### config.mk
export PLATFORM = sky130hd
export DESIGN_NAME = gmsh_out_skid
export DESIGN_NICKNAME = d
export VERILOG_FILES = /design/src/sv/grid_min_start_health_dp_defines.svh /design/src/sv/gmsh_pkg.sv /design/src/sv/gmsh_out_skid.sv
export SDC_FILE = /design/constraint.sdc
export NUM_CORES = 1
export LEC_CHECK = 0
export CAP_MARGIN = 15
export CORE_ASPECT_RATIO = 0.5
export CORE_MARGIN = 2
export CORE_UTILIZATION = 61
export CTS_CLUSTER_DIAMETER = 50
export DETAILED_ROUTE_END_ITERATION = 10
export DONT_BUFFER_PORTS = 1
export PLACE_DENSITY = 0.77
export SLEW_MARGIN = 20
export SYNTH_ARGS = -nofsm -noshare
export SYNTH_HDL_FRONTEND = slang
export SYNTH_SLANG_ARGS = --single-unit
### constraint.sdc
create_clock -name clk -period 3.9 [get_ports clk]
set_input_delay 0.195 -clock clk [delete_from_list [all_inputs] [get_ports clk]]
set_output_delay 0.195 -clock clk [all_outputs]
set_load 0.02 [all_outputs]
### src/sv/grid_min_start_health_dp_defines.svh
// ---------------------------------------------------------------------------
// Assertion macros for grid_min_start_health_dp
// Clocked, reset-gated property wrappers used by grid_min_start_health_dp.sv.
// ---------------------------------------------------------------------------
`ifndef GRID_MIN_START_HEALTH_DP_DEFINES_SVH
`define GRID_MIN_START_HEALTH_DP_DEFINES_SVH

// same-cycle implication
`define GMSH_ASSERT_NOW(label, ante, cons, msg) \
  label: assert property (@(posedge clk) disable iff (rst) (ante) |-> (cons)) \
    else $error(msg);

// next-cycle implication
`define GMSH_ASSERT_NEXT(label, ante, cons, msg) \
  label: assert property (@(posedge clk) disable iff (rst) (ante) |=> (cons)) \
    else $error(msg);

`endif

### src/sv/gmsh_pkg.sv
// ---------------------------------------------------------------------------
// gmsh_pkg
// Types and constants shared by the grid minimum-start-health DP block.
// ---------------------------------------------------------------------------
`default_nettype none

package gmsh_pkg;

  localparam int CFG_W       = 9;
  localparam int CFG_INDEX_W = 2;
  localparam int VALUE_W     = 16;
  localparam int NEED_W      = 31;

  localparam int DEF_MAX_COLS = 256;
  localparam int DEF_MAX_ROWS = 256;

  localparam logic [CFG_INDEX_W-1:0] REG_GRID_ROWS = 2'd0;
  localparam logic [CFG_INDEX_W-1:0] REG_GRID_COLS = 2'd1;

  localparam logic [NEED_W-1:0] NEED_TOP = {NEED_W{1'b1}};
  localparam logic [NEED_W-1:0] NEED_ONE = NEED_W'(1);

  typedef struct packed {
    logic [NEED_W-1:0] need;
    logic              is_answer;
  } result_t;

endpackage

`default_nettype wire

### src/sv/gmsh_out_skid.sv
// ---------------------------------------------------------------------------
// gmsh_out_skid
// Output register with one skid entry; stall toward the core is registered.
// ---------------------------------------------------------------------------
`default_nettype none

module gmsh_out_skid
  import gmsh_pkg::*;
(
  input  wire logic    clk,
  input  wire logic    rst,
  input  wire logic    push,
  input  wire result_t push_data,
  output logic         full,
  output logic         out_valid,
  input  wire logic    out_stall,
  output result_t      out_data
);

  result_t skid_data;
  logic    skid_valid;
  logic    take;

  assign take = out_valid && !out_stall;
  assign full = skid_valid;

  always_ff @(posedge clk) begin
    if (rst) begin
      out_valid  <= 1'b0;
      skid_valid <= 1'b0;
    end else if (take) begin
      if (skid_valid) begin
        skid_valid <= 1'b0;
      end else begin
        out_valid <= push;
      end
    end else if (!out_valid) begin
      out_valid <= push;
    end else if (push) begin
      skid_valid <= 1'b1;
    end
  end

  always_ff @(posedge clk) begin
    if (take) begin
      out_data <= skid_valid ? skid_data : push_data;
    end else if (!out_valid) begin
      out_data <= push_data;
    end else if (push) begin
      skid_data <= push_data;
    end
  end

endmodule

`default_nettype wire

==> metrics.md <==
| Metric | Value |
|---|---|
| Global-route wire length before repair | 6279 um |
| Count of mapped cells out of synthesis | 110 |
| Post-CTS Setup Repair Bufs | 0 |
| Initial Util | 64.05% |
| Clock Skews | 0.008075 ns |
| Peak supply drop | 0.2982 mV |
| Run status | completed |
| Final antenna-violating net count | 0 |
| Worst path required time | 3.86 ns |
| Max-cap violations | 0 |
| Sequential element share of the synthesized area | 77.66% |
| Clock-pin transition on the worst setup and hold timing paths | 0.08 ns |
| Detailed-placement wirelength estimate | 2281 um |
| Achievable frequency | 485.5 MHz |
| Sum of routed wire length over all layers | 4004 um |
| Bufs on Longest Clock Path | 2 |
| Cell depth of the worst flop-to-flop path | 3 |
| End of the worst register-to-register path | skid_data[22] |
| Clock Tree Root | sky130_fd_sc_hd__clkbuf_8 |
| Netlist area before placement | 2526 um^2 |
| Type of element capturing the critical path | register |
| Crit path launch | out_valid |
| Detailed-route via count | 1,115 |
| Worst relative slew slack | 41.03% |
| Average instance area after synthesis | 22.97 um^2 |
| Yosys warns | 0 |
| Count of cell types in the netlist | 13 |
| Router iterations before antenna repair | 5 |
| Area growth from synthesis to final layout | 23.63% |
| Total routing usage reported by global routing | 19.67% |
| Kind of start point of the critical path | register |
| Maximum net fanout on the critical path | 33 |
| Post-Syn Nets | 146 |
| Crit path max-delay cell type | sky130_fd_sc_hd__nor2_4 |
| Maximum number of pins on one net before global-route repair | 34 |
| Setup violations, final | 0 |
| LEAKAGE | 1.215 nW |
| Port buffer count | 0 |
| Chain of cells forming the critical path | nand2_1 > buf_4 > nor2_4 |
| Share of the cycle needed by the critical path after routing | 52.81% |
| Crit path time final | 2.060 ns |
| Most common library cell in the layout ignoring fill and taps | sky130_fd_sc_hd__edfxtp_1 |
| Floorplan row count | 16 |
| Routability Congestion | 0.6686 |
| Share of final-layout standard cells stronger than drive strength 1 | 31.85% |
| Via-per-instance ratio | 5.284 |
| Number of resized instances in the post-cts repair step | 0 |
| Power after layout | 1.551 mW |
| Hold/Removal Path Class | in2reg |
| Die Span Y | 49.51 um |
| R2r setup slk | 1.84 ns |
| Final hold violations | 0 |
| Die span in x | 95.01 um |
| CTS buffer count | 9 |
| Clock tree from TritonCTS | built |
| DRT iter0 DRCs | 45 |
| Unrepaired setup endpoints after global routing | false |
| Post-detailed-route wirelength per cell | 18.98 um |
| Launch point of the worst reg-to-reg path | out_valid |
| Clock latency of the later-clocked register in the worst-skew pair | 0.34 ns |
| Hold-fix buffer count after cts | 33 |
| Core occupancy in the finished layout | 79.19% |
| Highest cell delay on the worst timing path | 0.73 ns |
| #FFs+latches synth | 66 |
| Post-Route Setup TNS | 0 ns |
| Inst Count DP | 162 |
| DIE AREA | 4703 um^2 |
| Power density over cell area | 496.5 nW/um^2 |
| Number of global-route vias before repair | 1,191 |
| Core ar. | 3944 um^2 |
| Final cell count without fillers | 211 |
| Transition at the pin with the smallest max-transition slack | 0.8825 ns |
| Diodes inserted | 0 |
| Layout Nets | 188 |
| Initial antenna violation count | 0 |
| Crit path to | skid_data[22] |
| Final slew viol count | 0 |
| Data arrival, critical path | 2.02 ns |
| Commonest cells after routing, fill and taps aside | sky130_fd_sc_hd__edfxtp_1 (64), sky130_fd_sc_hd__dlygate4sd3_1 (33), sky130_fd_sc_hd__mux2_4 (30) |
| Number of design rule violations left after detail routing | 0 |
| Total global routing overflow | 0 |
| Classification of the worst setup path | reg2reg |
| Clock sink count | 66 |
| I/O pin count | 70 |
| Number of inserted filler cells in the final layout | 188 |
| H-tree Lvls | 3 |
==> worst min path at each step <==
stage / start / slack [ns] / cells past startpoint / to
floorplan: rst / 0.26 / 1 / out_valid
global placement: rst / 0.27 / 1 / out_valid
detailed placement: rst / 0.28 / 1 / out_valid
CTS: push_data[4] / 0.05 / 1 / out_data[4]
global route: push_data[16] / 0.05 / 1 / out_data[16]
finish: push_data[4] / 0.07 / 1 / out_data[4]
==> registers in the layout (all words and copies together), names as in the netlist <==
register,cells
out_data,32
skid_data,32
full,1
out_valid,1
==> critical path, delay by kind of cell (launching register included) <==
| family | cells | cell delay, ns |
|---|---|---|
| and+or+nand+nor | 2 | 0.82 |
| DFF | 1 | 0.57 |
| buffers and inverters | 1 | 0.29 |
==> report_power, final <==
group	internal, mW	switching, mW
Clock	0.357	0.255
Sequential	0.818	0.0469
Combinational	0.0495	0.0237
Total	1.22	0.326
==> cell usage after synthesis <==
cell type                  instances  share of area [%]
sky130_fd_sc_hd__dfxtp_1           2                1.6
sky130_fd_sc_hd__o21ai_0           1               0.20
sky130_fd_sc_hd__inv_1             1               0.15
sky130_fd_sc_hd__buf_6             3                1.3
sky130_fd_sc_hd__nor2b_1           1               0.25
sky130_fd_sc_hd__nand2_1           1               0.15
sky130_fd_sc_hd__mux2_2            2               0.89
sky130_fd_sc_hd__nand3b_4          1               0.79
sky130_fd_sc_hd__a21oi_1           2               0.40
sky130_fd_sc_hd__nor3_1            1               0.20
sky130_fd_sc_hd__nor2_1            1               0.15
sky130_fd_sc_hd__edfxtp_1         64                 76
sky130_fd_sc_hd__mux2_4           30                 18
==> area by class of cell <==
class                           instances  area [um^2]  share of cell area (%)
Inverter                                1        3.754                  0.1202
Clock inverter                          7        93.84                   3.005
Sequential cell                        66         1962                   62.82
Tap cell                               54        67.56                   2.163
Timing Repair Buffer                   34        337.8                   10.82
Multi-Input combinational cell         40        534.3                   17.11
Clock buffer                            9        123.9                   3.966
==> logic make-up after synthesis <==
group                  synth area share (%)
and+or+nand+nor                       1.535
buffers and inverters                 1.486
muxes                                 18.72
AOI/OAI and AO/OA                    0.5942
DFF                                   77.66
==> routing by layer <==
metal	up-vias	GRT usage, %	share of wire [%]	wire length (um)
met5	-	0	0	0
met4	0	8.213	1.5	60
met3	6	10.70	8.0	321
met2	44	29.91	49	1946
met1	548	23.52	42	1676
li1	517	-	-	-
==> stage by stage <==
stage               hold slack [ns]  setup slack, ns  cell area (um^2)
floorplan                    0.2641           0.6774              2526
global placement             0.2665            1.881              2575
detailed placement           0.2788            1.844              2575
CTS                         0.05094            1.808              3123
global route                0.04742            1.705              3123
finish                      0.06734            1.840              3123
(Power assumes the default switching activity.)
